==> config.mk <==
export PLATFORM = sky130hd
export DESIGN_NAME = blocked_word_stream_matcher_flat
export DESIGN_NICKNAME = d
export VERILOG_FILES = /design/src/hdl/bwsm_pkg.sv /design/src/hdl/bwsm_req_if.sv /design/src/hdl/bwsm_rsp_if.sv /design/src/hdl/blocked_word_stream_matcher.sv /design/src/flat_wrapper.sv
export SDC_FILE = /design/constraint.sdc
export NUM_CORES = 1
export LEC_CHECK = 0
export BUFFER_PORTS_ARGS = -buffer_cell sky130_fd_sc_hd__clkbuf_2
export CAP_MARGIN = 20
export CORE_UTILIZATION = 40
export CTS_BUF_LIST = sky130_fd_sc_hd__clkbuf_16
export CTS_CLUSTER_DIAMETER = 80
export DETAILED_ROUTE_END_ITERATION = 6
export SYNTH_ARGS = -nofsm -noshare
export SYNTH_HDL_FRONTEND = slang
export SYNTH_SLANG_ARGS = --single-unit
==> constraint.sdc <==
create_clock -name clock -period 7.81 [get_ports clock]
set_input_delay 0.781 -clock clock [delete_from_list [all_inputs] [get_ports clock]]
set_output_delay 0.781 -clock clock [all_outputs]
set_load 0.005 [all_outputs]
==> src/hdl/bwsm_pkg.sv <==
package bwsm_pkg;

   // default sizing of the matcher
   localparam int WINDOW_BYTES_DEF = 16;
   localparam int WORD_COUNT_DEF   = 13;

   // built-in word table
   localparam int TABLE_WORDS  = 13;
   localparam int MAX_WORD_LEN = 16;

   localparam int BYTE_W  = 8;
   localparam int INDEX_W = 4;
   localparam int LEN_W   = $clog2(MAX_WORD_LEN + 1);

   typedef logic [BYTE_W-1:0]              byte_type;
   typedef logic [INDEX_W-1:0]             index_type;
   typedef logic [LEN_W-1:0]               word_len_type;
   typedef logic [MAX_WORD_LEN*BYTE_W-1:0] word_text_type;

   localparam byte_type UPPER_A     = 8'h41;
   localparam byte_type UPPER_Z     = 8'h5a;
   localparam byte_type CASE_OFFSET = 8'h20;

   // words already folded to lower case, right aligned: the last character
   // of a word sits in bits [7:0], the one before it in [15:8] and so on
   localparam word_text_type WORD_TEXT [TABLE_WORDS] = '{
      128'h6e6f_7272_6b6f_7069_6e67,
      128'h70_6172_6973_6869_6c74_6f6e,
      128'h73_706f_6e67_6562_6f62,
      128'h62_7269_746e_6579_7370_6561_7273,
      128'h7061_7269_7325_3230_6869_6c74_6f6e,
      128'h7370_6f6e_6765_2532_3062_6f62,
      128'h6272_6974_6e65_7925_3230_7370_6561_7273,
      128'h7061_7269_735f_6869_6c74_6f6e,
      128'h7370_6f6e_6765_5f62_6f62,
      128'h6272_6974_6e65_795f_7370_6561_7273,
      128'h7061_7269_732b_6869_6c74_6f6e,
      128'h7370_6f6e_6765_2b62_6f62,
      128'h6272_6974_6e65_792b_7370_6561_7273
   };

   localparam word_len_type WORD_LEN [TABLE_WORDS] = '{
      word_len_type'(10), word_len_type'(11), word_len_type'(9),
      word_len_type'(13), word_len_type'(14), word_len_type'(12),
      word_len_type'(16), word_len_type'(12), word_len_type'(10),
      word_len_type'(14), word_len_type'(12), word_len_type'(10),
      word_len_type'(14)
   };

   // ascii letters compare without case, everything else exactly
   function automatic byte_type fold_case(input byte_type c);
      byte_type r;
      r = c;
      if (c >= UPPER_A && c <= UPPER_Z) begin
         r = c + CASE_OFFSET;
      end
      return r;
   endfunction

endpackage

==> src/hdl/bwsm_req_if.sv <==
interface bwsm_req_if import bwsm_pkg::*; ();
   logic     valid;
   logic     ready;
   byte_type data_byte;
   logic     last;

   modport source (output valid, output data_byte, output last, input ready);
   modport sink   (input valid, input data_byte, input last, output ready);
endinterface

==> src/hdl/bwsm_rsp_if.sv <==
interface bwsm_rsp_if import bwsm_pkg::*; ();
   logic      valid;
   logic      ready;
   logic      match_here;
   index_type word_index;
   logic      found;
   logic      end_of_message;

   modport source (output valid, output match_here, output word_index, output found,
                   output end_of_message, input ready);
   modport sink   (input valid, input match_here, input word_index, input found,
                   input end_of_message, output ready);
endinterface

==> src/hdl/blocked_word_stream_matcher.sv <==
// a word accepted passes the input register, then the compare, then the result register
// throughput: one word per cycle while results drain; the compare of all active table
//   entries against the window and the incoming byte is one register-to-register stage
// reset (synchronous, active high): both register stages empty, byte window all zero,
//   sticky found flag cleared
module blocked_word_stream_matcher import bwsm_pkg::*; #(
   parameter int WINDOW_BYTES = WINDOW_BYTES_DEF,
   parameter int WORD_COUNT   = WORD_COUNT_DEF
) (
   input logic         clock,
   input logic         reset,
   bwsm_req_if.sink    req_ch,
   bwsm_rsp_if.source  rsp_ch
);

   // window keeps the bytes before the current one, entry 0 the newest
   localparam int HIST_LEN     = WINDOW_BYTES - 1;
   // only the built-in table exists, a larger count acts as the table size
   localparam int ACTIVE_WORDS = (WORD_COUNT < TABLE_WORDS) ? WORD_COUNT : TABLE_WORDS;

   // input register
   logic     s1_valid_ff;
   byte_type s1_byte_ff;
   logic     s1_last_ff;

   // result register
   logic      out_valid_ff;
   logic      out_match_ff;
   index_type out_index_ff;
   logic      out_found_ff;
   logic      out_last_ff;

   // message state
   byte_type window_ff [HIST_LEN];
   byte_type window_in [HIST_LEN];
   logic     found_ff;
   logic     found_in;

   logic     advance;
   logic     req_take;

   byte_type                back_folded [MAX_WORD_LEN];
   logic [ACTIVE_WORDS-1:0] word_hit;
   logic                    hit;
   index_type               hit_index;

   // the input stage moves on when the result register is free or being drained,
   // so a new word is taken every cycle unless a waiting result is held back
   assign advance  = s1_valid_ff && (!out_valid_ff || rsp_ch.ready);
   assign req_take = req_ch.valid && req_ch.ready;
   assign req_ch.ready = !s1_valid_ff || advance;

   always_ff @(posedge clock) begin
      if (reset) begin
         s1_valid_ff <= 1'b0;
      end else if (req_ch.ready) begin
         s1_valid_ff <= req_ch.valid;
      end
   end

   always_ff @(posedge clock) begin
      if (req_take) begin
         s1_byte_ff <= req_ch.data_byte;
         s1_last_ff <= req_ch.last;
      end
   end

   // bytes lined up by distance back from the current byte, folded once and
   // shared by every word comparator; a position past the window reads as zero
   always_comb begin
      for (int k = 0; k < MAX_WORD_LEN; k++) begin
         if (k == 0) begin
            back_folded[k] = fold_case(s1_byte_ff);
         end else if (k - 1 < HIST_LEN) begin
            back_folded[k] = fold_case(window_ff[k-1]);
         end else begin
            back_folded[k] = '0;
         end
      end
   end

   // one comparator per word, all in parallel; a word ends here when each of
   // its characters matches the byte at the same distance back
   always_comb begin
      for (int w = 0; w < ACTIVE_WORDS; w++) begin
         word_hit[w] = (WORD_LEN[w] != '0) && (int'(WORD_LEN[w]) <= WINDOW_BYTES);
         for (int k = 0; k < MAX_WORD_LEN; k++) begin
            if (k < int'(WORD_LEN[w]) &&
                back_folded[k] != WORD_TEXT[w][k*BYTE_W +: BYTE_W]) begin
               word_hit[w] = 1'b0;
            end
         end
      end
   end

   // lowest matching index wins
   always_comb begin
      hit       = |word_hit;
      hit_index = '0;
      for (int w = ACTIVE_WORDS - 1; w >= 0; w--) begin
         if (word_hit[w]) begin
            hit_index = index_type'(w);
         end
      end
   end

   // sticky flag includes a hit on this byte; last byte reports, then clears
   assign found_in = found_ff || hit;

   always_comb begin
      for (int i = 0; i < HIST_LEN; i++) begin
         if (s1_last_ff) begin
            window_in[i] = '0;
         end else if (i == 0) begin
            window_in[i] = s1_byte_ff;
         end else begin
            window_in[i] = window_ff[i-1];
         end
      end
   end

   always_ff @(posedge clock) begin
      if (reset) begin
         found_ff <= 1'b0;
         for (int i = 0; i < HIST_LEN; i++) begin
            window_ff[i] <= '0;
         end
      end else if (advance) begin
         found_ff <= found_in && !s1_last_ff;
         window_ff <= window_in;
      end
   end

   // result register
   always_ff @(posedge clock) begin
      if (reset) begin
         out_valid_ff <= 1'b0;
      end else if (advance) begin
         out_valid_ff <= 1'b1;
      end else if (rsp_ch.ready) begin
         out_valid_ff <= 1'b0;
      end
   end

   always_ff @(posedge clock) begin
      if (advance) begin
         out_match_ff <= hit;
         out_index_ff <= hit_index;
         out_found_ff <= found_in;
         out_last_ff  <= s1_last_ff;
      end
   end

   assign rsp_ch.valid          = out_valid_ff;
   assign rsp_ch.match_here     = out_match_ff;
   assign rsp_ch.word_index     = out_index_ff;
   assign rsp_ch.found          = out_found_ff;
   assign rsp_ch.end_of_message = out_last_ff;

   // a hit shows up in the next result together with the sticky flag
   a_hit_reported: assert property (@(posedge clock) disable iff (reset)
      (advance && hit) |=> (rsp_ch.valid && rsp_ch.match_here && rsp_ch.found))
      else $error("hit not reported with found set");

   // after the last byte of a message the window and flag start clean
   a_clear_on_last: assert property (@(posedge clock) disable iff (reset)
      (advance && s1_last_ff) |=> (!found_ff && window_ff[0] == '0))
      else $error("message state not cleared after last byte");

   // a word taken while the input stage is full must be pushing the old one out
   a_no_overwrite: assert property (@(posedge clock) disable iff (reset)
      (req_take && s1_valid_ff) |-> advance)
      else $error("input stage overwritten");

   // the result register only gets new contents once the old result is taken
   a_no_drop: assert property (@(posedge clock) disable iff (reset)
      (advance && out_valid_ff) |-> rsp_ch.ready)
      else $error("pending result dropped");

endmodule

==> src/flat_wrapper.sv <==
// flat-port wrapper written by rule: the top's interface ports become plain ports
module blocked_word_stream_matcher_flat import bwsm_pkg::*;
#(
   parameter int WINDOW_BYTES = WINDOW_BYTES_DEF,
   parameter int WORD_COUNT   = WORD_COUNT_DEF
)
  (clock, reset, req_ch_valid, req_ch_data_byte, req_ch_last, req_ch_ready, rsp_ch_valid, rsp_ch_match_here, rsp_ch_word_index, rsp_ch_found, rsp_ch_end_of_message, rsp_ch_ready);
  bwsm_req_if req_ch_i ();
  bwsm_rsp_if rsp_ch_i ();
  input logic clock;
  input logic reset;
  input wire logic [$bits(req_ch_i.valid)-1:0] req_ch_valid;
  input wire logic [$bits(req_ch_i.data_byte)-1:0] req_ch_data_byte;
  input wire logic [$bits(req_ch_i.last)-1:0] req_ch_last;
  output wire logic [$bits(req_ch_i.ready)-1:0] req_ch_ready;
  output wire logic [$bits(rsp_ch_i.valid)-1:0] rsp_ch_valid;
  output wire logic [$bits(rsp_ch_i.match_here)-1:0] rsp_ch_match_here;
  output wire logic [$bits(rsp_ch_i.word_index)-1:0] rsp_ch_word_index;
  output wire logic [$bits(rsp_ch_i.found)-1:0] rsp_ch_found;
  output wire logic [$bits(rsp_ch_i.end_of_message)-1:0] rsp_ch_end_of_message;
  input wire logic [$bits(rsp_ch_i.ready)-1:0] rsp_ch_ready;
  assign req_ch_i.valid = req_ch_valid;
  assign req_ch_i.data_byte = req_ch_data_byte;
  assign req_ch_i.last = req_ch_last;
  assign req_ch_ready = req_ch_i.ready;
  assign rsp_ch_valid = rsp_ch_i.valid;
  assign rsp_ch_match_here = rsp_ch_i.match_here;
  assign rsp_ch_word_index = rsp_ch_i.word_index;
  assign rsp_ch_found = rsp_ch_i.found;
  assign rsp_ch_end_of_message = rsp_ch_i.end_of_message;
  assign rsp_ch_i.ready = rsp_ch_ready;
  blocked_word_stream_matcher #(.WINDOW_BYTES(WINDOW_BYTES), .WORD_COUNT(WORD_COUNT)) u_core (.clock(clock), .reset(reset), .req_ch(req_ch_i), .rsp_ch(rsp_ch_i));
endmodule
==> results of run 1 <==
[stage by stage]
stage | hold slack (ns) | cell area, um2 | util | total power (uW)
3_3_place_gp | 0.472 | 7530 | 0.418 | 811
3_5_place_dp | 0.481 | 7530 | 0.418 | 812
2_1_floorplan | 0.449 | 7370 | - | 797
6_report | 0.485 | 8120 | 0.451 | 1610
4_1_cts | 0.494 | 8120 | 0.451 | 1620
5_1_grt | 0.511 | 8120 | 0.451 | 1660
[final cells by class]
cell class | instances | share of cell area
clock buffer | 17 | 0.0524
clock inverter | 15 | 0.0205
multi-input combinational | 679 | 0.505
sequential | 139 | 0.362
inverter | 14 | 0.00647
timing repair buffer | 26 | 0.0179
tap | 229 | 0.0353
[power by group]
group	switching [uW]	total [uW]	internal [uW]
sequential	6.21	735	729
combinational	48.6	60.2	11.5
clock	337	813	476
[worst paths after layout]
path / startpoint / to / slack [ns] / cells past startpoint
worst max register to register: u_core.window_ff[74] / u_core.found_ff / 4.59 / 9
worst min register to register: u_core.window_ff[1] / u_core.window_ff[1] / 0.48 / 2
worst min-delay path: u_core.window_ff[1] / u_core.window_ff[1] / 0.48 / 2
worst max-delay path: u_core.window_ff[74] / u_core.found_ff / 4.59 / 9
[cells by family (layout without fill, tap and decap cells)]
logic type | after synthesis | count (layout)
AOI/OAI and AO/OA | 184 | 184
buffers and inverters | 75 | 72
and+or+nand+nor | 478 | 478
DFF | 139 | 139
xor gates and xnor gates | 1 | 1
adders and majority gates | 16 | 16
[Yosys cell counts (14+ instances only)]
cell type,n
nor2b_1,16
ha_1,16
nor4_1,22
dfxtp_1,123
nand4_1,21
inv_1,14
clkbuf_1,54
nand2_1,20
nor2_1,154
a21oi_1,143
edfxtp_1,16
nor3_1,29
nor3b_1,120
nand3_1,15
[routing by layer]
| layer | global-route usage | vias up | part of all wire |
|---|---|---|---|
| met1 | 0.304 | 3065 | 0.49 |
| met4 | 0.0809 | 0 | 0.020 |
| met3 | 0.0578 | 33 | 0.049 |
| met2 | 0.345 | 146 | 0.44 |
| met5 | 0 | - | 0 |
| li1 | - | 3246 | - |
[worst max-delay path, stage by stage (launching register included)]
cell and delay [ns]:
dfxtp_1 0.56, nand4b_1 0.14, or3_1 0.33, nor4_1 0.49, nand4_1 0.23, nor4_1 0.52, o21ai_0 0.29, o21ai_4 0.13
nor4_2 0.08, a2111oi_2 0.34
[flip-flops by register name, summed over array words and instances, names as in the netlist]
name                          cells
u_core.rsp_ch.valid               1
u_core.s1_last_ff                 1
u_core.rsp_ch.end_of_message      1
u_core.rsp_ch.found               1
u_core.rsp_ch.match_here          1
u_core.window_ff                120
u_core.s1_byte_ff                 8
u_core.s1_valid_ff                1
u_core.rsp_ch.word_index          4
u_core.found_ff                   1
==> results.sh, run 1 <==
export IMPL_status="complete, no violations"
export IMPL_viasPerCell=5.80
export IMPL_cp_data_required_time_ns=8.13
export IMPL_start_util=0.409
export IMPL_finalNonFillerCells=1119
export IMPL_synth_compound_area_frac=0.143
export IMPL_wl_um=20000
export IMPL_endpoint_kind="flop"
export IMPL_antenna_found_initial=0
export IMPL_num_rows=49
export IMPL_finalSetupTns_ns=0
export IMPL_setup_viol=0
export IMPL_ys_flop_type="dfxtp_1"
export IMPL_io_pins=22
export IMPL_dieHeight_um=138
export IMPL_avgSynthCellArea_um2=8.26
export IMPL_fillCellCount=1820
export IMPL_cts_max_path_buffers=2
export IMPL_syn_to_final_growth_pct=10.2
export IMPL_htreeDepth=4
export IMPL_gp_congestion=0.947
export IMPL_wire_per_inst_um=17.8
export IMPL_syn_nets=922
export IMPL_cts_sinks=139
export IMPL_holdBufCountCts=0
export IMPL_ys_ff_latch=139
export IMPL_cts_root_buf="clkbuf_16"
export IMPL_drc=0
export IMPL_synthTopCellsByArea="dfxtp_1 (33%), nor3b_1 (12%), a21oi_1 (9.7%), nor2_1 (7.8%), edfxtp_1 (6.5%)"
export IMPL_grt_pass1_vias=6173
export IMPL_dr_total_vias=6490
export IMPL_max_clock_freq_mhz=310
export IMPL_final_seq_area_mm2=0.00294
export IMPL_dr_pass1_iters=5
export IMPL_gr_total_overflow=0
export IMPL_diodes=0
export IMPL_slew_headroom=0.398
export IMPL_syn_cell_area_mm2=0.00737
export IMPL_hpwl_um=13400
export IMPL_worstSkewPairLatency_ns=0.43
export IMPL_synth_xor_area_frac=0.00119
export IMPL_synth_adder_area_share=0.0272
export IMPL_antenna_left=0
export IMPL_synth_cell_types=62
export IMPL_crit_type="flop to flop"
export IMPL_dp_cells=1087
export IMPL_worstPathMaxFanout=8
export IMPL_startpoint_type="flop"
export IMPL_critPathArrivalTime_ns=3.54
export IMPL_synth_edf_count=16
export IMPL_core_mm2=0.0180
export IMPL_layout_min_cycle_time_ns=3.22
export IMPL_fin_skew_ns=0.00769
export IMPL_finalHoldViolations=0
export IMPL_synth_simple_area_share=0.385
export IMPL_die_area_mm2=0.0190
export IMPL_irDropWorstVdd_uv=162
export IMPL_preCtsSetupSlack_ns=4.47
export IMPL_maxCapViolations=0
export IMPL_finalMaxSlewViolations=0
export IMPL_min_period_over_period=0.413
export IMPL_die_w_um=138
export IMPL_setup_slack_ns=4.59
export IMPL_grt_usage=0.225
export IMPL_io_buffers=21
export IMPL_final_common_cell="nor2_1"
export IMPL_p_leak_uw=0.00261
export IMPL_cts_setup_buffers=0
export IMPL_synth_mux_area_frac=0
export IMPL_grt_max_degree=99
export IMPL_cts_buffers=17
export IMPL_postSynthCellCount=893
export IMPL_yosys_warnings=0
export IMPL_multi_input_area_mm2=0.00410
export IMPL_dr_first_iter_drc_count=659
export IMPL_power_density_mw_per_mm2=198
export IMPL_layout_drive_gt1_share=0.0854
export IMPL_hold_path_class="flop to flop"
export IMPL_cts_tree="yes"
export IMPL_fin_nets=906
export IMPL_synthDominantCellAreaShare=0.334
export IMPL_layout_common_cells="nor2_1 (154), a21oi_1 (143), dfxtp_1 (123)"
export IMPL_grt_pass1_wl_um=32900
export IMPL_max_slew_worst_pin_slew_ns=0.903
export IMPL_async_flop_share=0
export IMPL_synth_top_family_by_area="simple AND/OR/NAND/NOR gates"
export IMPL_clk_pin_slew_ns=0.06
export IMPL_cts_resized=0
export IMPL_rsz0062_at_grt="no"
export IMPL_synth_top_cell_by_area="dfxtp_1"
export IMPL_ys_seq_area_frac=0.399
No activity file was read; power rests on OpenSTA's default activity.
==> run 2: changes to the inputs <==
==> constraint.sdc (replaced) <==
create_clock -name clock -period 3.3 [get_ports clock]
set_input_delay 0.33 -clock clock [delete_from_list [all_inputs] [get_ports clock]]
set_output_delay 0.33 -clock clock [all_outputs]
set_load 0.005 [all_outputs]
==> run 2 against run 1 <==
Against the previous run:
- core utilization up 0.89 points
- sequential cell count stayed put
- final cell count is 1.4% higher
- routed wire length grew 1.7%
- cell area grew 2.0%
- global-route usage is 0.56 points higher
- largest cell class unchanged
==> results.sh, run 2 (same netlist as run 1, synthesis figures left out) <==
export IMPL_syn_to_final_growth_pct=12.3
export IMPL_worst_path_buf_inv=0
export IMPL_num_rows=49
export IMPL_layout_drive_gt1_share=0.102
export IMPL_cts_setup_buffers=0
export IMPL_finalMaxSlewViolations=0
export IMPL_start_util=0.409
export IMPL_comb_power_share=0.040
export IMPL_io_buffers=21
export IMPL_dr_pass1_iters=7
export IMPL_diodes=0
export IMPL_viasPerCell=5.68
export IMPL_multi_input_area_mm2=0.00411
export IMPL_hpwl_um=13500
export IMPL_power_density_mw_per_mm2=455
export IMPL_die_w_um=138
export IMPL_min_period_over_period=0.924
export IMPL_dr_first_iter_drc_count=610
export IMPL_cts_max_path_buffers=2
export IMPL_worstHoldPathCells=1
export IMPL_cp_data_required_time_ns=3.62
export IMPL_irDropWorstVdd_uv=465
export IMPL_final_common_cell="nor2_1"
export IMPL_max_clock_freq_mhz=328
export IMPL_fin_skew_ns=0.00793
export IMPL_die_area_mm2=0.0190
export IMPL_setup_viol=0
export IMPL_sw_frac_of_total=0.239
export IMPL_grt_usage=0.231
export IMPL_p_sw_uw=899
export IMPL_p_int_uw=2870
export IMPL_cts_resized=0
export IMPL_holdBufCountCts=0
export IMPL_cts_buffers=17
export IMPL_final_seq_area_mm2=0.00294
export IMPL_io_pins=22
export IMPL_hold_path_class="primary input to flop"
export IMPL_grt_pass1_vias=6222
export IMPL_antenna_left=0
export IMPL_finalSetupTns_ns=0
export IMPL_cts_sinks=139
export IMPL_worstSkewPairLatency_ns=0.43
export IMPL_wire_per_inst_um=17.9
export IMPL_wl_um=20300
export IMPL_rsz0062_at_grt="no"
export IMPL_slew_headroom=0.564
export IMPL_dieHeight_um=138
export IMPL_gp_congestion=0.969
export IMPL_layout_min_cycle_time_ns=3.05
export IMPL_grt_pass1_wl_um=33900
export IMPL_cts_root_buf="clkbuf_16"
export IMPL_seqPwrFrac=0.462
export IMPL_fillCellCount=1817
export IMPL_maxCapViolations=0
export IMPL_regMostFlops="u_core.window_ff"
export IMPL_finalHoldViolations=0
export IMPL_cp_depth=8
export IMPL_core_mm2=0.0180
export IMPL_endpoint_kind="flop"
export IMPL_rr_worst_depth=8
export IMPL_cp_cell_sequence="ha_1 > or4_1 > a21oi_1 > nor4b_1 > o21ai_0 > o21ai_4 > nor4_2 > a2111oi_2"
export IMPL_antenna_found_initial=0
export IMPL_critPathSlowestCell="nor4b_1"
export IMPL_clockPowerShare=0.498
export IMPL_p_leak_uw=0.00271
export IMPL_clk_pin_slew_ns=0.06
export IMPL_dr_total_vias=6445
export IMPL_critPathArrivalTime_ns=3.37
export IMPL_crit_family="simple AND/OR/NAND/NOR gates"
export IMPL_htreeDepth=4
export IMPL_startpoint_type="flop"
export IMPL_critical_path_max_stage_delay_ns=0.55
export IMPL_worstPathMaxFanout=8
export IMPL_grt_max_degree=124
export IMPL_largest_reg_flops=120
export IMPL_status="complete, no violations"
export IMPL_crit_type="flop to flop"
export IMPL_drc=0
export IMPL_layout_common_cells="nor2_1 (154), a21oi_1 (143), dfxtp_1 (123)"
export IMPL_gr_total_overflow=0
export IMPL_max_slew_worst_pin_slew_ns=0.637
export IMPL_fin_nets=922
export IMPL_cts_tree="yes"
export IMPL_holdWs_ns=0.0779
## run 2: changes by cell type in the layout (fill, tap and decap cells not counted), moves of 2 or more
cell,before,now
clkinv_4,4,2
buf_4,6,18
inv_8,2,0
buf_12,0,4
clkinvlp_4,2,4
## run 2: final timing paths
kind	slack [ns]	startpoint	endpoint
max	0.25	u_core.window_ff[101]	u_core.found_ff
min	0.08	req_ch_data_byte[1]	u_core.s1_byte_ff[1]
max reg2reg	0.25	u_core.window_ff[101]	u_core.found_ff
min reg2reg	0.48	u_core.window_ff[1]	u_core.window_ff[1]
## run 2: power groups by stage
stage                     clock, uW  sequential (uW)  combinational [uW]
final                          1880             1740                 152
after CTS                      1910             1740                 155
after global routing           1990             1740                 171
after floorplan                   0             1770                 113
after detailed placement          0             1780                 154
after global placement            0             1780                 154
## run 2: area by class of cell
class,count,share of cell area
multi-input cells,679,0.496
flip-flops and latches,139,0.355
clock inverters,15,0.0181
clock buffers,17,0.0514
well taps,229,0.0346
inverters,14,0.00634
repair buffers,42,0.0381
## run 2: per-stage QoR
step,power [uW],instances,cell area [um2],setup WS (ns),utilization
2_1_floorplan,1890,893,7370,0.596,-
3_3_place_gp,1930,1103,7700,0.251,0.427
3_5_place_dp,1930,1103,7700,0.286,0.427
4_1_cts,3810,1135,8280,0.267,0.459
5_1_grt,3900,1135,8280,0.0150,0.460
6_report,3770,1135,8280,0.249,0.460
## run 2: per-layer routing
layer,up-vias,GRT usage,part of all wire
li1,3284,-,-
met1,3012,0.315,0.50
met2,121,0.356,0.44
met3,28,0.0493,0.041
met4,0,0.0833,0.018
met5,-,0,0
==> run 3: changes to the inputs <==
--- a/config.mk
+++ b/config.mk
@@ -5,6 +5,7 @@
 export SDC_FILE = /design/constraint.sdc
 export NUM_CORES = 1
 export LEC_CHECK = 0
+export ABC_AREA = 1
 export BUFFER_PORTS_ARGS = -buffer_cell sky130_fd_sc_hd__clkbuf_2
 export CAP_MARGIN = 20
 export CORE_UTILIZATION = 40
==> run 3 against run 2 <==
Against the previous run:
- non-clock buffer count fell by 18
- final cell count rose by 32%
- power barely moved
- worst setup slack improved by 0.77 ns
- critical path depth rose by 7
- global-route usage fell by 0.49 points
- sequential power barely moved
- critical path type unchanged
==> results.sh, run 3 <==
export IMPL_status="complete, no violations"
export IMPL_max_slew_worst_pin_slew_ns=0.535
export IMPL_wire_per_inst_um=14.3
export IMPL_dieHeight_um=142
export IMPL_synth_top_cell_by_area="dfxtp_1"
export IMPL_ys_seq_area_frac=0.377
export IMPL_maxCapViolations=0
export IMPL_hpwl_um=15300
export IMPL_gp_congestion=0.903
export IMPL_io_buffers=21
export IMPL_dr_first_iter_drc_count=490
export IMPL_start_util=0.412
export IMPL_worstPathMaxFanout=8
export IMPL_die_area_mm2=0.0201
export IMPL_synth_cell_types=33
export IMPL_grt_usage=0.226
export IMPL_syn_to_final_growth_pct=11.5
export IMPL_critPathSlowestCell="dfxtp_1"
export IMPL_critPathArrivalTime_ns=2.47
export IMPL_p_int_uw=2880
export IMPL_p_total_uw=3770
export IMPL_yosysMostFrequentCell="nand2_1"
export IMPL_startpoint_type="flop"
export IMPL_grt_pass1_vias=7000
export IMPL_synthTopCellsByCount="nand2_1 (417), nor2_1 (147), inv_1 (136)"
export IMPL_worst_path_buf_inv=1
export IMPL_ys_ff_latch=139
export IMPL_syn_cell_area_mm2=0.00781
export IMPL_cp_data_required_time_ns=3.49
export IMPL_holdWs_ns=0.0703
export IMPL_crit_family="simple AND/OR/NAND/NOR gates"
export IMPL_hold_path_class="primary input to flop"
export IMPL_gr_total_overflow=0
export IMPL_endpoint_kind="flop"
export IMPL_viasPerCell=5.01
export IMPL_final_seq_area_mm2=0.00294
export IMPL_finalMaxSlewViolations=0
export IMPL_fillCellCount=2022
export IMPL_die_w_um=142
export IMPL_layout_drive_gt1_share=0.0877
export IMPL_irDropWorstVdd_uv=272
export IMPL_fin_util=0.460
export IMPL_grt_max_degree=122
export IMPL_setup_viol=0
export IMPL_wl_um=21400
export IMPL_htreeDepth=4
export IMPL_core_mm2=0.0190
export IMPL_dr_total_vias=7523
export IMPL_power_density_mw_per_mm2=433
export IMPL_antenna_left=0
export IMPL_num_rows=50
export IMPL_final_common_cell="nand2_1"
export IMPL_crit_type="flop to flop"
export IMPL_critical_path_max_stage_delay_ns=0.54
export IMPL_dp_cells=1471
export IMPL_p_leak_uw=0.00333
export IMPL_fin_nets=1259
export IMPL_async_flop_share=0
export IMPL_grt_pass1_wl_um=35400
export IMPL_layout_common_cells="nand2_1 (416), nor2_1 (146), inv_1 (137)"
export IMPL_cts_max_path_buffers=2
export IMPL_sw_frac_of_total=0.236
export IMPL_antenna_found_initial=0
export IMPL_worstSkewPairLatency_ns=0.43
export IMPL_max_clock_freq_mhz=439
export IMPL_clk_pin_slew_ns=0.06
export IMPL_regMostFlops="u_core.window_ff"
export IMPL_cts_resized=0
export IMPL_drc=0
export IMPL_comb_power_share=0.034
export IMPL_rsz0062_at_grt="no"
export IMPL_diodes=0
export IMPL_multi_input_area_mm2=0.00414
export IMPL_holdBufCountCts=0
export IMPL_clockPowerShare=0.505
export IMPL_seqPwrFrac=0.461
export IMPL_syn_nets=1262
export IMPL_cts_setup_buffers=0
export IMPL_synthTopCellsByArea="dfxtp_1 (32%), nand2_1 (20%), a21oi_1 (8.3%), nor2_1 (7.1%), inv_1 (6.5%)"
export IMPL_finalHoldViolations=0
export IMPL_cp_cell_sequence="nor2_1 > nand3_1 > nand3_2 > nor2_2 > nor2_1 > nand3_1 > nor2_1 > nand3_1 > inv_2 > nand2_1 > o21ai_2 > nor2_2 > nand2_1 > nor2_2 > nand2_1"
export IMPL_postSynthCellCount=1233
export IMPL_ys_flop_type="dfxtp_1"
export IMPL_slew_headroom=0.644
export IMPL_finalNonFillerCells=1503
export IMPL_cts_tree="yes"
export IMPL_fin_skew_ns=0.00993
export IMPL_layout_min_cycle_time_ns=2.28
export IMPL_min_period_over_period=0.691
export IMPL_cts_root_buf="clkbuf_16"
export IMPL_cts_sinks=139
export IMPL_io_pins=22
export IMPL_synth_edf_count=16
export IMPL_dr_pass1_iters=6
export IMPL_yosys_warnings=0
export IMPL_largest_reg_flops=120
export IMPL_finalSetupTns_ns=0
export IMPL_cts_buffers=17
export IMPL_synthDominantCellAreaShare=0.315
export IMPL_p_sw_uw=891
export IMPL_avgSynthCellArea_um2=6.34
## run 3: routing by layer
layer	track usage	part of all wire	routed length, um
met5	0	0	0
met4	0.104	0.032	677
met3	0.0402	0.037	789
met2	0.378	0.47	10100
met1	0.283	0.46	9890
## run 3: worst paths after layout
| kind | from | slack, ns | end | cells after the start |
|---|---|---|---|---|
| min reg2reg | u_core.window_ff[7] | 0.47 | u_core.window_ff[7] | 2 |
| max | u_core.window_ff[89] | 1.02 | u_core.rsp_ch.found | 15 |
| max reg2reg | u_core.window_ff[89] | 1.02 | u_core.rsp_ch.found | 15 |
| min | req_ch_data_byte[6] | 0.07 | u_core.s1_byte_ff[6] | 1 |
## run 3: final cells by class
cell class / count / share of cell area
well taps: 260 / 0.0373
clock inverters: 13 / 0.0129
multi-input cells: 900 / 0.475
repair buffers: 24 / 0.0192
inverters: 148 / 0.0637
flip-flops and latches: 139 / 0.338
clock buffers: 19 / 0.0546
## run 3: logic make-up after synthesis
kind of cell / Yosys count / share of synthesized area
simple gates: 745 / 0.409
buf+inv: 194 / 0.0961
compound gates: 139 / 0.0930
flops: 139 / 0.377
fa+ha+maj: 16 / 0.0256
## run 3: power groups by stage
stage / Clock, uW / Combinational, uW / Sequential [uW]
2_1_floorplan: 0 / 86.2 / 1770
3_3_place_gp: 0 / 131 / 1780
3_5_place_dp: 0 / 132 / 1780
4_1_cts: 1960 / 132 / 1740
5_1_grt: 2020 / 144 / 1740
6_report: 1910 / 129 / 1740
## run 3: per-stage QoR
stage	cell area, um2	setup WS [ns]
finish	8720	1.02
global route	8720	0.766
CTS	8720	1.01
detailed placement	8130	0.991
global placement	8130	0.993
floorplan	7820	1.35
